==> src/hw/rtl/spsu_pkg.sv <==
// ----------------------------------------------------------------------------
// SoC power sequencer package
// Shared types, register indexes and reset values of the power sequencer.
// ----------------------------------------------------------------------------
package spsu_pkg;

   localparam int TickW     = 16;
   localparam int CsrIndexW = 8;
   localparam int ReqDataW  = 8;
   localparam int RspDataW  = 16;

   // Configuration register indexes.
   localparam logic [CsrIndexW-1:0] REG_DEBOUNCE   = 8'd0;
   localparam logic [CsrIndexW-1:0] REG_LONG_PRESS = 8'd1;
   localparam logic [CsrIndexW-1:0] REG_BOOT_DELAY = 8'd2;
   localparam logic [CsrIndexW-1:0] REG_PULSE      = 8'd3;

   localparam logic [TickW-1:0] DEBOUNCE_RESET   = 16'd50;
   localparam logic [TickW-1:0] LONG_PRESS_RESET = 16'd5000;
   localparam logic [TickW-1:0] BOOT_DELAY_RESET = 16'd5000;
   localparam logic [TickW-1:0] PULSE_RESET      = 16'd500;
   localparam logic [TickW-1:0] TICK_MAX         = 16'hFFFF;

   typedef enum logic [2:0] {
      MODE_OFF   = 3'd0,
      MODE_START = 3'd1,
      MODE_COLD  = 3'd2,
      MODE_ON    = 3'd3,
      MODE_RESET = 3'd4
   } mode_type;

   typedef enum logic [2:0] {
      STEP_IDLE     = 3'd0,
      STEP_S_BOOT   = 3'd1,
      STEP_C_PULSE  = 3'd2,
      STEP_C_SETTLE = 3'd3,
      STEP_C_BOOT   = 3'd4
   } step_type;

   typedef struct packed {
      logic [TickW-1:0] debounce_ticks;
      logic [TickW-1:0] long_press_ticks;
      logic [TickW-1:0] boot_delay_ticks;
      logic [TickW-1:0] pulse_ticks;
   } cfg_type;

   typedef struct packed {
      logic qspi_enable;
      logic emmc_enable;
      logic sd_enable;
      logic reset_out;
      logic pmic_reset;
      logic pwron_out;
   } drive_type;

   // Input item, last field in the lowest bit.
   typedef struct packed {
      logic cold_start_req;
      logic force_recov;
      logic reset_in;
      logic power_btn;
   } req_type;

   // Result item, last field in the lowest bit.
   typedef struct packed {
      logic     busy_res;
      mode_type soc_phase;
      logic     qspi_enable;
      logic     emmc_enable;
      logic     sd_enable;
      logic     reset_out;
      logic     pmic_reset;
      logic     pwron_out;
   } rsp_type;

   typedef struct packed {
      step_type         step;
      logic [TickW-1:0] timer;
      drive_type        drive;
      logic             done;
   } phase_type;

endpackage

==> src/hw/rtl/spsu_cfg_regs.sv <==
// ----------------------------------------------------------------------------
// SoC power sequencer configuration registers
// Holds the four tick counts; writes to unknown indexes are dropped.
// ----------------------------------------------------------------------------
module spsu_cfg_regs (
   input  logic                             clock,
   input  logic                             reset,
   input  logic                             wr_en,
   input  logic [spsu_pkg::CsrIndexW-1:0]   wr_index,
   input  logic [spsu_pkg::TickW-1:0]       wr_data,
   output spsu_pkg::cfg_type                cfg
);

   spsu_pkg::cfg_type cfg_ff;
   spsu_pkg::cfg_type cfg_in;

   always_comb begin
      cfg_in = cfg_ff;
      if (wr_en) begin
         unique case (wr_index)
            spsu_pkg::REG_DEBOUNCE:   cfg_in.debounce_ticks   = wr_data;
            spsu_pkg::REG_LONG_PRESS: cfg_in.long_press_ticks = wr_data;
            spsu_pkg::REG_BOOT_DELAY: cfg_in.boot_delay_ticks = wr_data;
            spsu_pkg::REG_PULSE:      cfg_in.pulse_ticks      = wr_data;
            default: ;
         endcase
      end
   end

   always_ff @(posedge clock) begin
      if (reset) begin
         cfg_ff.debounce_ticks   <= spsu_pkg::DEBOUNCE_RESET;
         cfg_ff.long_press_ticks <= spsu_pkg::LONG_PRESS_RESET;
         cfg_ff.boot_delay_ticks <= spsu_pkg::BOOT_DELAY_RESET;
         cfg_ff.pulse_ticks      <= spsu_pkg::PULSE_RESET;
      end else begin
         cfg_ff <= cfg_in;
      end
   end

   assign cfg = cfg_ff;

endmodule

==> src/hw/rtl/spsu_core.sv <==
// ----------------------------------------------------------------------------
// SoC power sequencer core
// Mode and sequence state, press timer and edge detectors, advanced by one
// tick whenever an item is processed.
// ----------------------------------------------------------------------------
module spsu_core (
   input  logic                 clock,
   input  logic                 reset,
   input  logic                 advance,
   input  spsu_pkg::req_type    item,
   input  spsu_pkg::cfg_type    cfg,
   output spsu_pkg::rsp_type    result
);

   spsu_pkg::mode_type              mode_ff, mode_in;
   spsu_pkg::mode_type              seen_ff, seen_in;
   spsu_pkg::step_type              step_ff, step_in;
   logic [spsu_pkg::TickW-1:0]      timer_ff, timer_in;
   logic [spsu_pkg::TickW-1:0]      press_ff, press_in;
   logic                            btn_last_ff, btn_last_in;
   logic                            rst_last_ff, rst_last_in;
   logic                            recov_ff, recov_in;
   spsu_pkg::drive_type             drive_ff, drive_in;
   spsu_pkg::phase_type             phase;
   logic [spsu_pkg::TickW-1:0]      timer_dec;

   // Ends every phase whose timer has run out, up to the three that can
   // chain within one tick.
   function automatic spsu_pkg::phase_type run_phases(
      input spsu_pkg::step_type         step,
      input logic [spsu_pkg::TickW-1:0] timer,
      input spsu_pkg::drive_type        drive,
      input logic                       recov,
      input logic [spsu_pkg::TickW-1:0] pulse,
      input logic [spsu_pkg::TickW-1:0] boot
   );
      spsu_pkg::phase_type r;
      r.step  = step;
      r.timer = timer;
      r.drive = drive;
      r.done  = 1'b0;
      for (int i = 0; i < 3; i++) begin
         if (r.step != spsu_pkg::STEP_IDLE && r.timer == '0) begin
            case (r.step)
               spsu_pkg::STEP_C_PULSE: begin
                  r.drive.pwron_out = 1'b0;
                  if (recov) begin
                     r.drive.sd_enable   = 1'b1;
                     r.drive.emmc_enable = 1'b1;
                     r.drive.qspi_enable = 1'b1;
                  end
                  r.step  = spsu_pkg::STEP_C_SETTLE;
                  r.timer = pulse;
               end
               spsu_pkg::STEP_C_SETTLE: begin
                  r.drive.pmic_reset = 1'b0;
                  if (recov) begin
                     r.step  = spsu_pkg::STEP_IDLE;
                     r.timer = '0;
                     r.done  = 1'b1;
                  end else begin
                     r.step  = spsu_pkg::STEP_C_BOOT;
                     r.timer = boot;
                  end
               end
               default: begin
                  r.drive.sd_enable   = 1'b1;
                  r.drive.emmc_enable = 1'b1;
                  r.drive.qspi_enable = 1'b1;
                  r.step  = spsu_pkg::STEP_IDLE;
                  r.timer = '0;
                  r.done  = 1'b1;
               end
            endcase
         end
      end
      return r;
   endfunction

   assign timer_dec = (timer_ff != '0) ? timer_ff - 1'b1 : '0;

   // Next state.
   always_comb begin
      mode_in     = mode_ff;
      seen_in     = seen_ff;
      step_in     = step_ff;
      timer_in    = timer_ff;
      drive_in    = drive_ff;
      recov_in    = recov_ff;
      btn_last_in = btn_last_ff;
      rst_last_in = rst_last_ff;
      press_in    = (press_ff == spsu_pkg::TICK_MAX) ? press_ff : press_ff + 1'b1;
      phase       = '0;

      if (step_ff != spsu_pkg::STEP_IDLE) begin
         phase = run_phases(step_ff, timer_dec, drive_ff, recov_ff,
                            cfg.pulse_ticks, cfg.boot_delay_ticks);
         step_in  = phase.step;
         timer_in = phase.timer;
         drive_in = phase.drive;
         if (phase.done) begin
            mode_in = spsu_pkg::MODE_ON;
            seen_in = spsu_pkg::MODE_ON;
         end
      end else begin
         if (item.cold_start_req) begin
            mode_in = spsu_pkg::MODE_COLD;
         end
         if (mode_in != seen_ff) begin
            seen_in = mode_in;
            case (mode_in)
               spsu_pkg::MODE_OFF: begin
                  drive_in.pmic_reset  = 1'b1;
                  drive_in.sd_enable   = 1'b0;
                  drive_in.emmc_enable = 1'b0;
                  drive_in.qspi_enable = 1'b0;
               end
               spsu_pkg::MODE_RESET: begin
                  drive_in.pmic_reset  = 1'b1;
                  drive_in.sd_enable   = 1'b0;
                  drive_in.emmc_enable = 1'b0;
                  drive_in.qspi_enable = 1'b0;
                  drive_in.reset_out   = 1'b0;
               end
               spsu_pkg::MODE_START: begin
                  recov_in            = item.force_recov;
                  drive_in.pmic_reset = 1'b0;
                  drive_in.sd_enable  = 1'b1;
                  if (item.force_recov) begin
                     drive_in.emmc_enable = 1'b1;
                     drive_in.qspi_enable = 1'b1;
                     mode_in = spsu_pkg::MODE_ON;
                     seen_in = spsu_pkg::MODE_ON;
                  end else begin
                     drive_in.emmc_enable = 1'b0;
                     drive_in.qspi_enable = 1'b0;
                     phase = run_phases(spsu_pkg::STEP_S_BOOT, cfg.boot_delay_ticks,
                                        drive_in, 1'b0, cfg.pulse_ticks,
                                        cfg.boot_delay_ticks);
                     step_in  = phase.step;
                     timer_in = phase.timer;
                     drive_in = phase.drive;
                     if (phase.done) begin
                        mode_in = spsu_pkg::MODE_ON;
                        seen_in = spsu_pkg::MODE_ON;
                     end
                  end
               end
               spsu_pkg::MODE_COLD: begin
                  recov_in           = item.force_recov;
                  drive_in.reset_out = 1'b1;
                  if (!item.force_recov) begin
                     drive_in.sd_enable   = 1'b1;
                     drive_in.emmc_enable = 1'b0;
                     drive_in.qspi_enable = 1'b0;
                  end
                  drive_in.pwron_out = 1'b1;
                  phase = run_phases(spsu_pkg::STEP_C_PULSE, cfg.pulse_ticks, drive_in,
                                     item.force_recov, cfg.pulse_ticks,
                                     cfg.boot_delay_ticks);
                  step_in  = phase.step;
                  timer_in = phase.timer;
                  drive_in = phase.drive;
                  if (phase.done) begin
                     mode_in = spsu_pkg::MODE_ON;
                     seen_in = spsu_pkg::MODE_ON;
                  end
               end
               default: ;
            endcase
         end
      end

      // Edges are only looked at while no phase runs.
      if (step_in == spsu_pkg::STEP_IDLE) begin
         drive_in.pwron_out = ~item.power_btn;
         if (btn_last_ff && !item.power_btn) begin
            press_in = '0;
         end else if (!btn_last_ff && item.power_btn) begin
            if (press_in >= cfg.debounce_ticks && press_in < cfg.long_press_ticks) begin
               if (mode_in == spsu_pkg::MODE_OFF) begin
                  mode_in = spsu_pkg::MODE_START;
               end
            end else if (press_in >= cfg.long_press_ticks) begin
               mode_in = spsu_pkg::MODE_OFF;
            end
         end
         btn_last_in = item.power_btn;

         if (!rst_last_ff && item.reset_in) begin
            if (mode_in == spsu_pkg::MODE_RESET) begin
               mode_in = spsu_pkg::MODE_START;
            end
         end else if (rst_last_ff && !item.reset_in) begin
            if (mode_in == spsu_pkg::MODE_ON) begin
               mode_in = spsu_pkg::MODE_RESET;
            end
         end
         rst_last_in = item.reset_in;
      end
   end

   // Result of the tick, taken from the state after it.
   always_comb begin
      result.pwron_out   = drive_in.pwron_out;
      result.pmic_reset  = drive_in.pmic_reset;
      result.reset_out   = drive_in.reset_out;
      result.sd_enable   = drive_in.sd_enable;
      result.emmc_enable = drive_in.emmc_enable;
      result.qspi_enable = drive_in.qspi_enable;
      result.soc_phase   = mode_in;
      result.busy_res    = (step_in != spsu_pkg::STEP_IDLE);
   end

   always_ff @(posedge clock) begin
      if (reset) begin
         mode_ff     <= spsu_pkg::MODE_OFF;
         seen_ff     <= spsu_pkg::MODE_OFF;
         step_ff     <= spsu_pkg::STEP_IDLE;
         timer_ff    <= '0;
         press_ff    <= '0;
         btn_last_ff <= 1'b1;
         rst_last_ff <= 1'b1;
         recov_ff    <= 1'b0;
         drive_ff    <= '{qspi_enable: 1'b0, emmc_enable: 1'b0, sd_enable: 1'b0,
                          reset_out: 1'b1, pmic_reset: 1'b1, pwron_out: 1'b0};
      end else if (advance) begin
         mode_ff     <= mode_in;
         seen_ff     <= seen_in;
         step_ff     <= step_in;
         timer_ff    <= timer_in;
         press_ff    <= press_in;
         btn_last_ff <= btn_last_in;
         rst_last_ff <= rst_last_in;
         recov_ff    <= recov_in;
         drive_ff    <= drive_in;
      end
   end

   // A running sequence always belongs to a start or cold start mode.
   assert property (@(posedge clock) disable iff (reset)
      step_ff != spsu_pkg::STEP_IDLE |->
         (mode_ff == spsu_pkg::MODE_START || mode_ff == spsu_pkg::MODE_COLD))
      else $error("sequence step active outside start modes");

   // The mode entry has been performed before any phase runs.
   assert property (@(posedge clock) disable iff (reset)
      step_ff != spsu_pkg::STEP_IDLE |-> mode_ff == seen_ff)
      else $error("sequence running with a pending mode entry");

   // The power-on pulse is held high for the whole pulse phase.
   assert property (@(posedge clock) disable iff (reset)
      step_ff == spsu_pkg::STEP_C_PULSE |-> drive_ff.pwron_out)
      else $error("power-on pulse low during pulse phase");

   // The press timer only counts up, saturates, or restarts at zero.
   assert property (@(posedge clock) disable iff (reset)
      advance |=> (press_ff == '0 || press_ff >= $past(press_ff)))
      else $error("press timer moved backward");

endmodule

==> src/hw/rtl/soc_power_sequencer_unit.sv <==
// ----------------------------------------------------------------------------
// SoC power sequencer
// Top level: input register, sequencer core, result register and the
// configuration registers.
// ----------------------------------------------------------------------------
// Usage: send one item per millisecond tick on the req_ channel; each item
// carries the sampled power button, reset-in, force-recovery and cold-start
// request levels. For every item exactly one result comes out on the rsp_
// channel, holding the drive levels, the SoC mode and the busy flag after
// that tick. The four tick counts are written on the csr_ channel while no
// item is in flight; csr_ready is always high.
// rsp_tvalid rises once the result of a req_ transfer is registered: the item
// sits in the input register and its result is loaded into the result
// register at the edge on which it advances. Throughput is one item per cycle
// while the receiver does not stall: an item moves from the input register
// into the result register as soon as the result register is empty or its
// content is taken in the same cycle, so a new item is accepted while a
// result waits as long as the input register is free. When the receiver
// stalls, the result register and then the input register fill and
// req_tready drops; nothing is lost. Reset clears both registers, puts the
// SoC in OFF with the PMIC held in reset and loads the default tick counts.
// ----------------------------------------------------------------------------
module soc_power_sequencer_unit (
   input  logic                                  clock,
   input  logic                                  reset,
   input  logic                                  req_tvalid,
   output logic                                  req_tready,
   // power_btn, reset_in, force_recov, cold_start_req, then zero padding
   input  logic [spsu_pkg::ReqDataW-1:0]         req_tdata,
   output logic                                  rsp_tvalid,
   input  logic                                  rsp_tready,
   // pwron_out, pmic_reset, reset_out, sd_enable, emmc_enable, qspi_enable,
   // soc_phase[2:0], busy_res, then zero padding
   output logic [spsu_pkg::RspDataW-1:0]         rsp_tdata,
   input  logic                                  csr_valid,
   output logic                                  csr_ready,
   input  logic [spsu_pkg::CsrIndexW-1:0]        csr_index,
   input  logic [spsu_pkg::TickW-1:0]            csr_data
);

   localparam int ReqW = $bits(spsu_pkg::req_type);
   localparam int RspW = $bits(spsu_pkg::rsp_type);

   logic                in_valid_ff;
   spsu_pkg::req_type   in_data_ff;
   logic                rsp_valid_ff;
   spsu_pkg::rsp_type   rsp_data_ff;
   logic                advance;
   spsu_pkg::rsp_type   result;
   spsu_pkg::cfg_type   cfg;

   assign advance    = in_valid_ff && (!rsp_valid_ff || rsp_tready);
   assign req_tready = !in_valid_ff || advance;
   assign csr_ready  = 1'b1;

   spsu_cfg_regs u_cfg (
      .clock    (clock),
      .reset    (reset),
      .wr_en    (csr_valid),
      .wr_index (csr_index),
      .wr_data  (csr_data),
      .cfg      (cfg)
   );

   spsu_core u_core (
      .clock   (clock),
      .reset   (reset),
      .advance (advance),
      .item    (in_data_ff),
      .cfg     (cfg),
      .result  (result)
   );

   always_ff @(posedge clock) begin
      if (reset) begin
         in_valid_ff  <= 1'b0;
         rsp_valid_ff <= 1'b0;
      end else begin
         if (req_tready) begin
            in_valid_ff <= req_tvalid;
         end
         if (advance) begin
            rsp_valid_ff <= 1'b1;
         end else if (rsp_tready) begin
            rsp_valid_ff <= 1'b0;
         end
      end
   end

   always_ff @(posedge clock) begin
      if (req_tvalid && req_tready) begin
         in_data_ff <= req_tdata[ReqW-1:0];
      end
      if (advance) begin
         rsp_data_ff <= result;
      end
   end

   assign rsp_tvalid = rsp_valid_ff;
   assign rsp_tdata  = {{(spsu_pkg::RspDataW-RspW){1'b0}}, rsp_data_ff};

endmodule

==> config.mk <==
export PLATFORM = sky130hd
export DESIGN_NAME = soc_power_sequencer_unit
export DESIGN_NICKNAME = d
export VERILOG_FILES = /design/src/hw/rtl/spsu_pkg.sv /design/src/hw/rtl/spsu_cfg_regs.sv /design/src/hw/rtl/spsu_core.sv /design/src/hw/rtl/soc_power_sequencer_unit.sv
export SDC_FILE = /design/constraint.sdc
export NUM_CORES = 1
export LEC_CHECK = 0
export ABC_CLOCK_PERIOD_IN_PS = 12700
export BUFFER_PORTS_ARGS = -buffer_cell sky130_fd_sc_hd__clkbuf_2
export CORE_MARGIN = 5
export CORE_UTILIZATION = 67
export DETAILED_ROUTE_END_ITERATION = 8
export HOLD_SLACK_MARGIN = 0.15
export PLACE_DENSITY_LB_ADDON = 0.25
export SKIP_LAST_GASP = 1
export SLEW_MARGIN = 20
export SYNTH_ARGS = -nofsm -noshare
export SYNTH_HDL_FRONTEND = slang
export SYNTH_SLANG_ARGS = --single-unit
==> constraint.sdc <==
create_clock -name clock -period 12.7 [get_ports clock]
set_input_delay 1.27 -clock clock [delete_from_list [all_inputs] [get_ports clock]]
set_output_delay 1.27 -clock clock [all_outputs]
set_load 0.05 [all_outputs]
==> reports/qor.yml, run 1 <==
synth_ff_type: "dfxtp_1"
ys_seq_area_share_pct: 31.9
ir_worst_vdd_mv: 0.0971
power_density_nw_per_um2: 131
min_period_ns: 5.67
grt_pass1_vias: 7839
boundaryPins: 56
cts_hold_buf: 0
wl_met3_um: 2110
fp.dieH_um: 123
route.detailed.drc: 0
vias: 8459
worstSkewPairLatency_ns: 0.43
dp_hpwl_um: 16000
drv_cap: 0
start_kind: "flip-flop"
num_rows: 41
nNetsFinal: 1189
first_iter_violations: 1003
crit_start: "u_core.timer_ff[0]$_SDFFE_PP0P_"
pre_cts_slack_ns: 7.13
fin_tns_setup_ns: 0
cts.sinks: 130
maxUsedRoutingLayer: "met4"
clk_pin_slew_ns: 0.06
setup_viol: 0
synthDistinctLibCells: 87
final_hold_viol_count: 0
port_buffers: 44
clock_skew_ns: 0.0125
holdPathEnd: "u_cfg.cfg[42]$_SDFFE_PP0P_"
drv_slew: 0
met1_length_um: 9950
wl_per_cell_um: 18.0
n_fill_cell: 1009
relSlewSlack_pct: 40.2
synth_top_area_cell: "dfxtp_1"
htree_levels: 4
postRouteAntennaNets: 0
ys.warnings.count: 0
area_growth_pct: 8.92
rr_endpoint: "u_core.press_ff[7]$_SDFFE_PP0P_"
cts_tree: "built"
min_period_over_period_pct: 44.7
grt_max_degree: 118
rsz0062_at_grt: "false"
synth_edf_count: 14
yosys.cell_count.top_type: "nand2_1"
grt_pass1_wl_um: 38400
cp_data_arrival_time_ns: 5.95
max_freq_ghz: 0.176
critPathKind: "flip-flop to flip-flop"
min_path_type: "flip-flop to flip-flop"
syn_area_per_cell_um2: 7.73
fin_util_pct: 74.2
hp-start: "u_cfg.cfg[42]$_SDFFE_PP0P_"
async_flop_share_pct: 0
gp_congestion: 0.972
synth_area_um2: 8600
cts_made_buffers: 17
die-area_um2: 15200
layout-drive-gt1-share_pct: 10.9
cts_resized: 0
syn_inst: 1113
clockRootBuffer: "clkbuf_16"
status: "completed"
synth.area.top_cells: "dfxtp_1, nand2_1, a21oi_1, ha_1, edfxtp_1"
netlist_top_cells_count: "nand2_1, dfxtp_1, a21oi_1, nor2_1, clkbuf_1"
r2r_start: "u_core.timer_ff[0]$_SDFFE_PP0P_"
n_antenna_cell: 0
grt_use_total_pct: 31.7
fin_cells: 1303
crit_required_ns: 12.97
regToRegSetupSlack_ns: 7.03
ys_ff_latch: 130
crit_fanout: 20
vias_per_cell: 6.49
wl_met2_um: 10700
placed_cells: 1271
cts_buffer_depth: 2
hold_path_depth: 2
firstDrtPassIters: 6
antenna_found_initial: 0
synth_top_cell_area_share_pct: 27.0
p_leak_nw: 3.54
core-area_um2: 12600
r2r_cells: 15
overflow: 0
die_w_um: 123
cp-end-kind: "flip-flop"
worst_slack_ns: 7.03
start_util_pct: 68.1
tightest_slew_ns: 0.896
drt_wl_total_um: 23400
cts_setup_buffers: 0
## routing by layer
layer  vias to the layer above  track usage, %
met4                         0            12.5
li1                       4014               -
met2                       441            50.0
met5                         -               0
met1                      3944            42.3
met3                        60            7.14
## final cells by class
type,count,area (um^2),area share [%]
Tap cell,172,215,2.30
Sequential cell,130,2740,29.3
Clock buffer,22,475,5.08
Clock inverter,10,97.6,1.04
Inverter,47,176,1.88
Multi-Input combinational cell,867,5350,57.1
Timing Repair Buffer,55,309,3.30
## state kept, by name, summed over array words and instances (netlist names), 3 cells and up
signal	count
u_cfg.cfg	64
u_core.press_ff	16
u_core.timer_ff	16
rsp_tdata	10
u_core.drive_ff	6
in_data_ff	4
u_core.mode_ff	3
u_core.seen_ff	3
u_core.step_ff	3
## kinds of logic after synthesis
family          count (synthesis)  synth area share, %
compound gates                323                 26.4
other cells                     2               0.0873
simple gates                  469                 26.7
fa+ha+maj                      34                 4.95
flops                         130                 31.9
buf+inv                       121                 6.34
mux                             9                 1.11
xor+xnor                       25                 2.55
## layout by cell type, fill, tap and decap left out, types with 8 or more instances in the layout
master     count
a211o_1       13
a211oi_1      18
a21o_1        11
a21oi_1      114
a221oi_1      17
a22o_1        17
a22oi_1       11
and2_1         8
and3_1         9
buf_4         11
clkbuf_16     18
clkbuf_2      43
dfxtp_1      116
edfxtp_1      14
ha_1          34
inv_1         46
nand2_1      185
nand2b_1      14
nand3_1       41
nand3b_1      18
nand4_1       15
nor2_1        87
nor2b_1        9
nor3_1        29
nor4_1        12
o21a_1        13
o21ai_0       32
o22ai_1       11
xnor2_1       19
## stage by stage
step / hold slack [ns] / total power (W) / instance area, um^2
global placement: 0.440 / 0.000745 / 8780
global route: 0.471 / 0.00127 / 9370
floorplan: 0.432 / 0.000690 / 8620
CTS: 0.453 / 0.00122 / 9360
finish: 0.451 / 0.00122 / 9370
detailed placement: 0.445 / 0.000749 / 8780
## worst max-delay path: stages, from the launching register on
cell and delay [ns]:
dfxtp_1 0.39, inv_1 0.13, ha_1 0.24, nor3b_1 0.20, buf_4 0.21, nand3_1 0.22
or2_1 0.44, a2111oi_4 0.55, and2_1 0.71, mux2_2 0.55, a2111oi_2 0.52, a21oi_4 0.16
o2bb2ai_4 0.26, nand3_1 0.52, nand3_1 0.29, a21oi_1 0.10
## where the power goes
part | internal, W | switching, W | leakage (nW) | total [W]
Combinational | 0.000110 | 0.000198 | 2.20 | 0.000308
Sequential | 0.000429 | 0.0000143 | 1.07 | 0.000443
Clock | 0.000287 | 0.000186 | 0.281 | 0.000473
Total | 0.000826 | 0.000398 | 3.54 | 0.00122
## how the worst max path moves through the flow
stage | to | cells after the start | slack (ns)
2_1_floorplan | u_core.mode_ff[0]$_SDFFE_PP0P_ | 22 | 8.16
3_3_place_gp | u_core.press_ff[8]$_SDFFE_PP0P_ | 15 | 7.25
3_5_place_dp | u_core.press_ff[7]$_SDFFE_PP0P_ | 15 | 7.13
4_1_cts | u_core.press_ff[7]$_SDFFE_PP0P_ | 15 | 7.10
5_1_grt | u_core.press_ff[1]$_SDFFE_PP0P_ | 16 | 6.74
6_report | u_core.press_ff[7]$_SDFFE_PP0P_ | 15 | 7.03
Power figures use the tool's default switching activity.
==> run 2: changes to the inputs <==
--- a/config.mk
+++ b/config.mk
@@ -5,10 +5,10 @@
 export SDC_FILE = /design/constraint.sdc
 export NUM_CORES = 1
 export LEC_CHECK = 0
-export ABC_CLOCK_PERIOD_IN_PS = 12700
+export ABC_CLOCK_PERIOD_IN_PS = 5200
 export BUFFER_PORTS_ARGS = -buffer_cell sky130_fd_sc_hd__clkbuf_2
 export CORE_MARGIN = 5
-export CORE_UTILIZATION = 67
+export CORE_UTILIZATION = 56
 export DETAILED_ROUTE_END_ITERATION = 8
 export HOLD_SLACK_MARGIN = 0.15
 export PLACE_DENSITY_LB_ADDON = 0.25
==> constraint.sdc (replaced) <==
create_clock -name clock -period 5.2 [get_ports clock]
set_input_delay 0.52 -clock clock [delete_from_list [all_inputs] [get_ports clock]]
set_output_delay 0.52 -clock clock [all_outputs]
set_load 0.05 [all_outputs]
==> reports/qor.yml, run 2 (synthesized netlist as in run 1, its figures left out) <==
fin_area_um2: 9530  # was 9370 um^2
fin_tns_setup_ns: 0  # unchanged
max_freq_ghz: 0.204  # was 0.176 GHz
grt_max_degree: 105  # was 118
cts.sinks: 130  # unchanged
postRouteAntennaNets: 0  # unchanged
worstSkewPairLatency_ns: 0.43  # about the same
ir_worst_vdd_mv: 0.269  # was 0.0971 mV
cts_hold_buf: 0  # unchanged
cp-end-kind: "flip-flop"  # unchanged
drv_slew: 0  # unchanged
dp_hpwl_um: 16600  # was 16000 um
fp.dieH_um: 134  # was 123 um
first_iter_violations: 861  # was 1003
layout_common_cells: "nand2_1, dfxtp_1, a21oi_1"  # unchanged
route.detailed.drc: 0  # unchanged
grt_pass1_vias: 7529  # was 7839
area.sequential_um2: 2740  # unchanged
vias_per_cell: 6.22  # was 6.49
cts_tree: "built"  # unchanged
area_growth_pct: 10.8  # was 8.92%
cts_buffer_depth: 2  # unchanged
rsz0062_at_grt: "true"  # was false
min_path_type: "primary input to flip-flop"  # was flip-flop to flip-flop
path_delay_family: "compound AO/OA/AOI/OAI gates"  # was simple AND/OR/NAND/NOR gates
core-area_um2: 15100  # was 12600 um^2
n_fill_cell: 1361  # was 1009
cp_num_buf_inv: 0  # was 2
grt_pass1_wl_um: 38900  # was 38400 um
crit_required_ns: 5.54  # was 12.97 ns
num_rows: 45  # was 41
power_w: 0.00306  # was 0.00122 W
die-area_um2: 17900  # was 15200 um^2
status: "completed"  # unchanged
clockRootBuffer: "clkbuf_16"  # unchanged
min_period_over_period_pct: 94.5  # was 44.7%
largest_register_ffs: 64  # unchanged
multi_input_area_um2: 5360  # was 5350 um^2
wl_per_cell_um: 17.8  # was 18.0 um
boundaryPins: 56  # unchanged
crit_fanout: 9  # was 20
antenna_found_initial: 0  # unchanged
final_common_cell: "nand2_1"  # unchanged
crit_slowest_cell: "dfxtp_1"  # was and2_1
tightest_slew_ns: 1.07  # was 0.896 ns
cts_setup_buffers: 0  # unchanged
cts_made_buffers: 17  # unchanged
drv_cap: 0  # unchanged
clock_skew_ns: 0.0104  # was 0.0125 ns
layout-drive-gt1-share_pct: 12.4  # was 10.9%
n_antenna_cell: 0  # unchanged
post_dp_cell_area_um2: 8910  # was 8780 um^2
start_kind: "flip-flop"  # unchanged
vias: 8292  # was 8459
cp_data_arrival_time_ns: 5.25  # was 5.95 ns
fin_util_pct: 62.9  # was 74.2%
gp_congestion: 0.947  # was 0.972
cpPeakStageDelay_ns: 0.43  # was 0.71 ns
regToRegSetupSlack_ns: 0.29  # was 7.03 ns
finalHoldWorstSlack_ns: 0.270  # was 0.451 ns
die_w_um: 134  # was 123 um
firstDrtPassIters: 6  # unchanged
grt_use_total_pct: 26.5  # was 31.7%
crit_chain: "ha_1 -> nand3_1 -> nor2_1 -> nand2_1 -> or2_2 -> nand2_1 -> nand2_1 -> ha_1 -> nor2b_1 -> o21a_1 -> o21a_1 -> o21a_1 -> o21ai_0 -> a21oi_1 -> o32a_1 -> a32o_1 -> a31oi_4 -> o2111ai_2 -> and3_1 -> a32o_1 -> o31ai_1"  # was inv_1 -> ha_1 -> nor3b_1 -> buf_4 -> nand3_1 -> or2_1 -> a2111oi_4 -> and2_1 -> mux2_2 -> a2111oi_2 -> a21oi_4 -> o2bb2ai_4 -> nand3_1 -> nand3_1 -> a21oi_1
nNetsFinal: 1204  # was 1189
critPathKind: "flip-flop to flip-flop"  # unchanged
p_leak_nw: 3.63  # was 3.54 nW
port_buffers: 44  # unchanged
clk_pin_slew_ns: 0.06  # about the same
min_period_ns: 4.91  # was 5.67 ns
drt_wl_total_um: 23800  # was 23400 um
overflow: 0  # unchanged
setup_viol: 0  # unchanged
relSlewSlack_pct: 28.5  # was 40.2%
htree_levels: 4  # unchanged
final_hold_viol_count: 0  # unchanged
start_util_pct: 56.8  # was 68.1%
power_density_nw_per_um2: 321  # was 131 nW/um^2
-- run 2: worst register-to-register path: stages (launching register included) --
cell and delay, ns:
dfxtp_1 0.43, ha_1 0.24, nand3_1 0.11, nor2_1 0.23, nand2_1 0.14, or2_2 0.41
nand2_1 0.10, nand2_1 0.10, ha_1 0.32, nor2b_1 0.15, o21a_1 0.17, o21a_1 0.17
o21a_1 0.18, o21ai_0 0.14, a21oi_1 0.08, o32a_1 0.38, a32o_1 0.30, a31oi_4 0.23
o2111ai_2 0.22, and3_1 0.24, a32o_1 0.26, o31ai_1 0.23
-- run 2: metrics by stage --
| step | setup slack, ns | std cells |
|---|---|---|
| 2_1_floorplan | 0.663 | 1118 |
| 3_3_place_gp | 0.254 | 1302 |
| 3_5_place_dp | 0.176 | 1302 |
| 4_1_cts | 0.0773 | 1334 |
| 5_1_grt | -0.0887 | 1334 |
| 6_report | 0.287 | 1334 |
-- run 2: cell type report --
type	instances	area share [%]
Timing Repair Buffer	70	4.39
Clock buffer	19	4.65
Multi-Input combinational cell	867	56.3
Sequential cell	130	28.8
Clock inverter	13	1.56
Tap cell	188	2.47
Inverter	47	1.85
-- run 2: repair_timing --
action | 4_1_cts | 5_1_grt
endpoints found under the setup margin | 0 | 9
gates resized for setup | 0 | 3
endpoints found under the hold margin | 0 | 0
-- run 2: final timing paths --
kind,cells after the start,from,endpoint
max,21,u_core.press_ff[0]$_SDFFE_PP0P_,u_core.mode_ff[0]$_SDFFE_PP0P_
min,1,req_tdata[1],in_data_ff[1]$_DFFE_PP_
max reg2reg,21,u_core.press_ff[0]$_SDFFE_PP0P_,u_core.mode_ff[0]$_SDFFE_PP0P_
min reg2reg,2,u_cfg.cfg[34]$_SDFFE_PP0P_,u_cfg.cfg[34]$_SDFFE_PP0P_
-- run 2: where the power goes --
| group | total, W | switching (W) | leakage [nW] | internal (W) |
|---|---|---|---|---|
| Clock | 0.00121 | 0.000479 | 0.295 | 0.000727 |
| Sequential | 0.00108 | 0.0000333 | 1.07 | 0.00105 |
| Combinational | 0.000776 | 0.000490 | 2.27 | 0.000286 |
| Total | 0.00306 | 0.00100 | 3.63 | 0.00206 |
-- run 2: metal layers --
| layer | part of all wire, % | track usage [%] | vias to the layer above | routed length [um] |
|---|---|---|---|---|
| met5 | 0 | 0 | - | 0 |
| met4 | 1.4 | 7.49 | 0 | 342 |
| met3 | 7.7 | 5.40 | 38 | 1840 |
| met2 | 46 | 42.1 | 343 | 10900 |
| met1 | 45 | 36.8 | 3860 | 10600 |
| li1 | - | - | 4051 | - |
==> run 3: changes to the inputs <==
--- a/config.mk
+++ b/config.mk
@@ -7,8 +7,10 @@
 export LEC_CHECK = 0
 export ABC_CLOCK_PERIOD_IN_PS = 5200
 export BUFFER_PORTS_ARGS = -buffer_cell sky130_fd_sc_hd__clkbuf_2
+export CELL_PAD_IN_SITES_DETAIL_PLACEMENT = 1
+export CELL_PAD_IN_SITES_GLOBAL_PLACEMENT = 1
 export CORE_MARGIN = 5
-export CORE_UTILIZATION = 56
+export CORE_UTILIZATION = 42
 export DETAILED_ROUTE_END_ITERATION = 8
 export HOLD_SLACK_MARGIN = 0.15
 export PLACE_DENSITY_LB_ADDON = 0.25
==> reports/qor.yml, run 3 (synthesized netlist as in run 1, its figures left out) <==
status: "completed"  # unchanged
cts_buffer_depth: 2  # unchanged
clockPowerShare_pct: 38.5  # was 39.4%
setup_viol: 0  # unchanged
layout-drive-gt1-share_pct: 12.5  # was 12.4%
n_antenna_cell: 0  # unchanged
grt_pass1_wl_um: 45700  # was 38900 um
boundaryPins: 56  # unchanged
grt_pass1_vias: 8368  # was 7529
critPathKind: "flip-flop to flip-flop"  # unchanged
gp_congestion: 0.876  # was 0.947
ir_worst_vdd_mv: 0.204  # was 0.269 mV
final_hold_viol_count: 0  # unchanged
first_iter_violations: 554  # was 861
min_path_type: "primary input to flip-flop"  # unchanged
area_growth_pct: 12.0  # was 10.8%
fp.dieH_um: 153  # was 134 um
p_sw_share_pct: 33.2  # was 32.7%
cp_data_arrival_time_ns: 5.07  # was 5.25 ns
firstDrtPassIters: 5  # was 6
min_period_ns: 4.91  # about the same
core-area_um2: 20200  # was 15100 um^2
start_util_pct: 42.6  # was 56.8%
cts_hold_buf: 0  # unchanged
drt_wl_total_um: 28200  # was 23800 um
rsz0062_at_grt: "false"  # was true
drv_slew: 0  # unchanged
postRouteAntennaNets: 0  # unchanged
cp-end-kind: "flip-flop"  # unchanged
largest_register_ffs: 64  # unchanged
start_kind: "flip-flop"  # unchanged
fin_cells: 1418  # was 1334
max_freq_ghz: 0.204  # about the same
drv_cap: 0  # unchanged
cts.sinks: 130  # unchanged
relSlewSlack_pct: 27.0  # was 28.5%
antenna_found_initial: 0  # unchanged
clockRootBuffer: "clkbuf_16"  # unchanged
nNetsFinal: 1206  # was 1204
placed_cells: 1386  # was 1302
die-area_um2: 23400  # was 17900 um^2
final_common_cell: "nand2_1"  # unchanged
port_buffers: 44  # unchanged
power.internal_w: 0.00205  # was 0.00206 W
route.detailed.drc: 0  # unchanged
grt_max_degree: 61  # was 105
vias_per_cell: 5.94  # was 6.22
wl_per_cell_um: 19.9  # was 17.8 um
min_period_over_period_pct: 94.4  # was 94.5%
pwr-share-seq_pct: 35.4  # was 35.3%
cts_tree: "built"  # unchanged
cts_made_buffers: 17  # unchanged
dp_hpwl_um: 20400  # was 16600 um
tightest_slew_ns: 1.07  # about the same
crit_fanout: 13  # was 9
worstSkewPairLatency_ns: 0.43  # about the same
power_w: 0.00306  # about the same
power_density_nw_per_um2: 318  # was 321 nW/um^2
clk_pin_slew_ns: 0.06  # about the same
vias: 8419  # was 8292
p_sw_w: 0.00102  # was 0.00100 W
fin_tns_setup_ns: 0  # unchanged
die_w_um: 153  # was 134 um
num_rows: 52  # was 45
layout_common_cells: "nand2_1, dfxtp_1, a21oi_1"  # unchanged
clock_skew_ns: 0.0135  # was 0.0104 ns
crit_required_ns: 5.36  # was 5.54 ns
htree_levels: 4  # unchanged
overflow: 0  # unchanged
p_leak_nw: 3.62  # was 3.63 nW
comb_power_share_pct: 26.1  # was 25.3%
grt_use_total_pct: 23.8  # was 26.5%
==> run 3: path summary, 6_finish.rpt <==
path	from	end	slack (ns)	cells after the start
worst max register to register	u_core.timer_ff[0]$_SDFFE_PP0P_	rsp_tdata[6]$_DFFE_PP_	0.29	16
worst min register to register	u_cfg.cfg[57]$_SDFFE_PP0P_	u_cfg.cfg[57]$_SDFFE_PP0P_	0.45	2
worst min-delay path	req_tdata[3]	in_data_ff[3]$_DFFE_PP_	0.28	1
worst max-delay path	u_core.timer_ff[0]$_SDFFE_PP0P_	rsp_tdata[6]$_DFFE_PP_	0.29	16
==> run 3: what timing repair did <==
item,CTS,global route
resized for setup,0,4
buffers inserted,0,0
endpoints found under the setup margin,0,4
endpoints found under the hold margin,0,0
==> run 3: stage by stage <==
| stage | util (%) | cell area (um^2) | setup WS [ns] | hold slack, ns |
|---|---|---|---|---|
| after floorplan | - | 8620 | 0.663 | 0.432 |
| after global placement | 44.8 | 9030 | 0.369 | 0.440 |
| after detailed placement | 44.8 | 9030 | 0.288 | 0.445 |
| after CTS | 47.6 | 9600 | 0.200 | 0.261 |
| after global routing | 47.7 | 9630 | 0.0624 | 0.254 |
| final | 47.7 | 9630 | 0.292 | 0.281 |
==> run 3: metal layers <==
metal / up-vias / routed length (um) / global-route usage, %
met5: - / 0 / 0
li1: 4063 / - / -
met4: 0 / 428 / 5.94
met3: 40 / 1340 / 3.96
met1: 4111 / 13200 / 32.4
met2: 205 / 13300 / 39.4
==> run 3: area by class of cell <==
class,instances,area [um^2]
well taps,270,338
clock inverters,7,75.1
clock buffers,25,495
flip-flops and latches,130,2740
fillers,2510,10500
repair buffers,72,433
inverters,47,176
multi-input cells,867,5370
==> run 3: power groups by stage <==
stage	Combinational (W)	Clock, W	Sequential (W)
after global placement	0.000769	0	0.00110
after global routing	0.000864	0.00125	0.00109
after CTS	0.000794	0.00120	0.00108
after detailed placement	0.000786	0	0.00110
final	0.000799	0.00118	0.00108
after floorplan	0.000573	0	0.00111
==> run 3: critical path, cell delays in order, from the launching register on <==
cell and delay, ns:
dfxtp_1 0.48, inv_1 0.12, ha_1 0.27, nor3b_1 0.16, buf_4 0.19, nand4_1 0.18
mux2_2 0.39, nor3_2 0.42, and2_1 0.24, mux2_2 0.48, a2111oi_2 0.54, a21oi_4 0.18
o2bb2ai_4 0.26, and2_4 0.23, inv_2 0.08, a2111oi_4 0.36, nor2_1 0.07
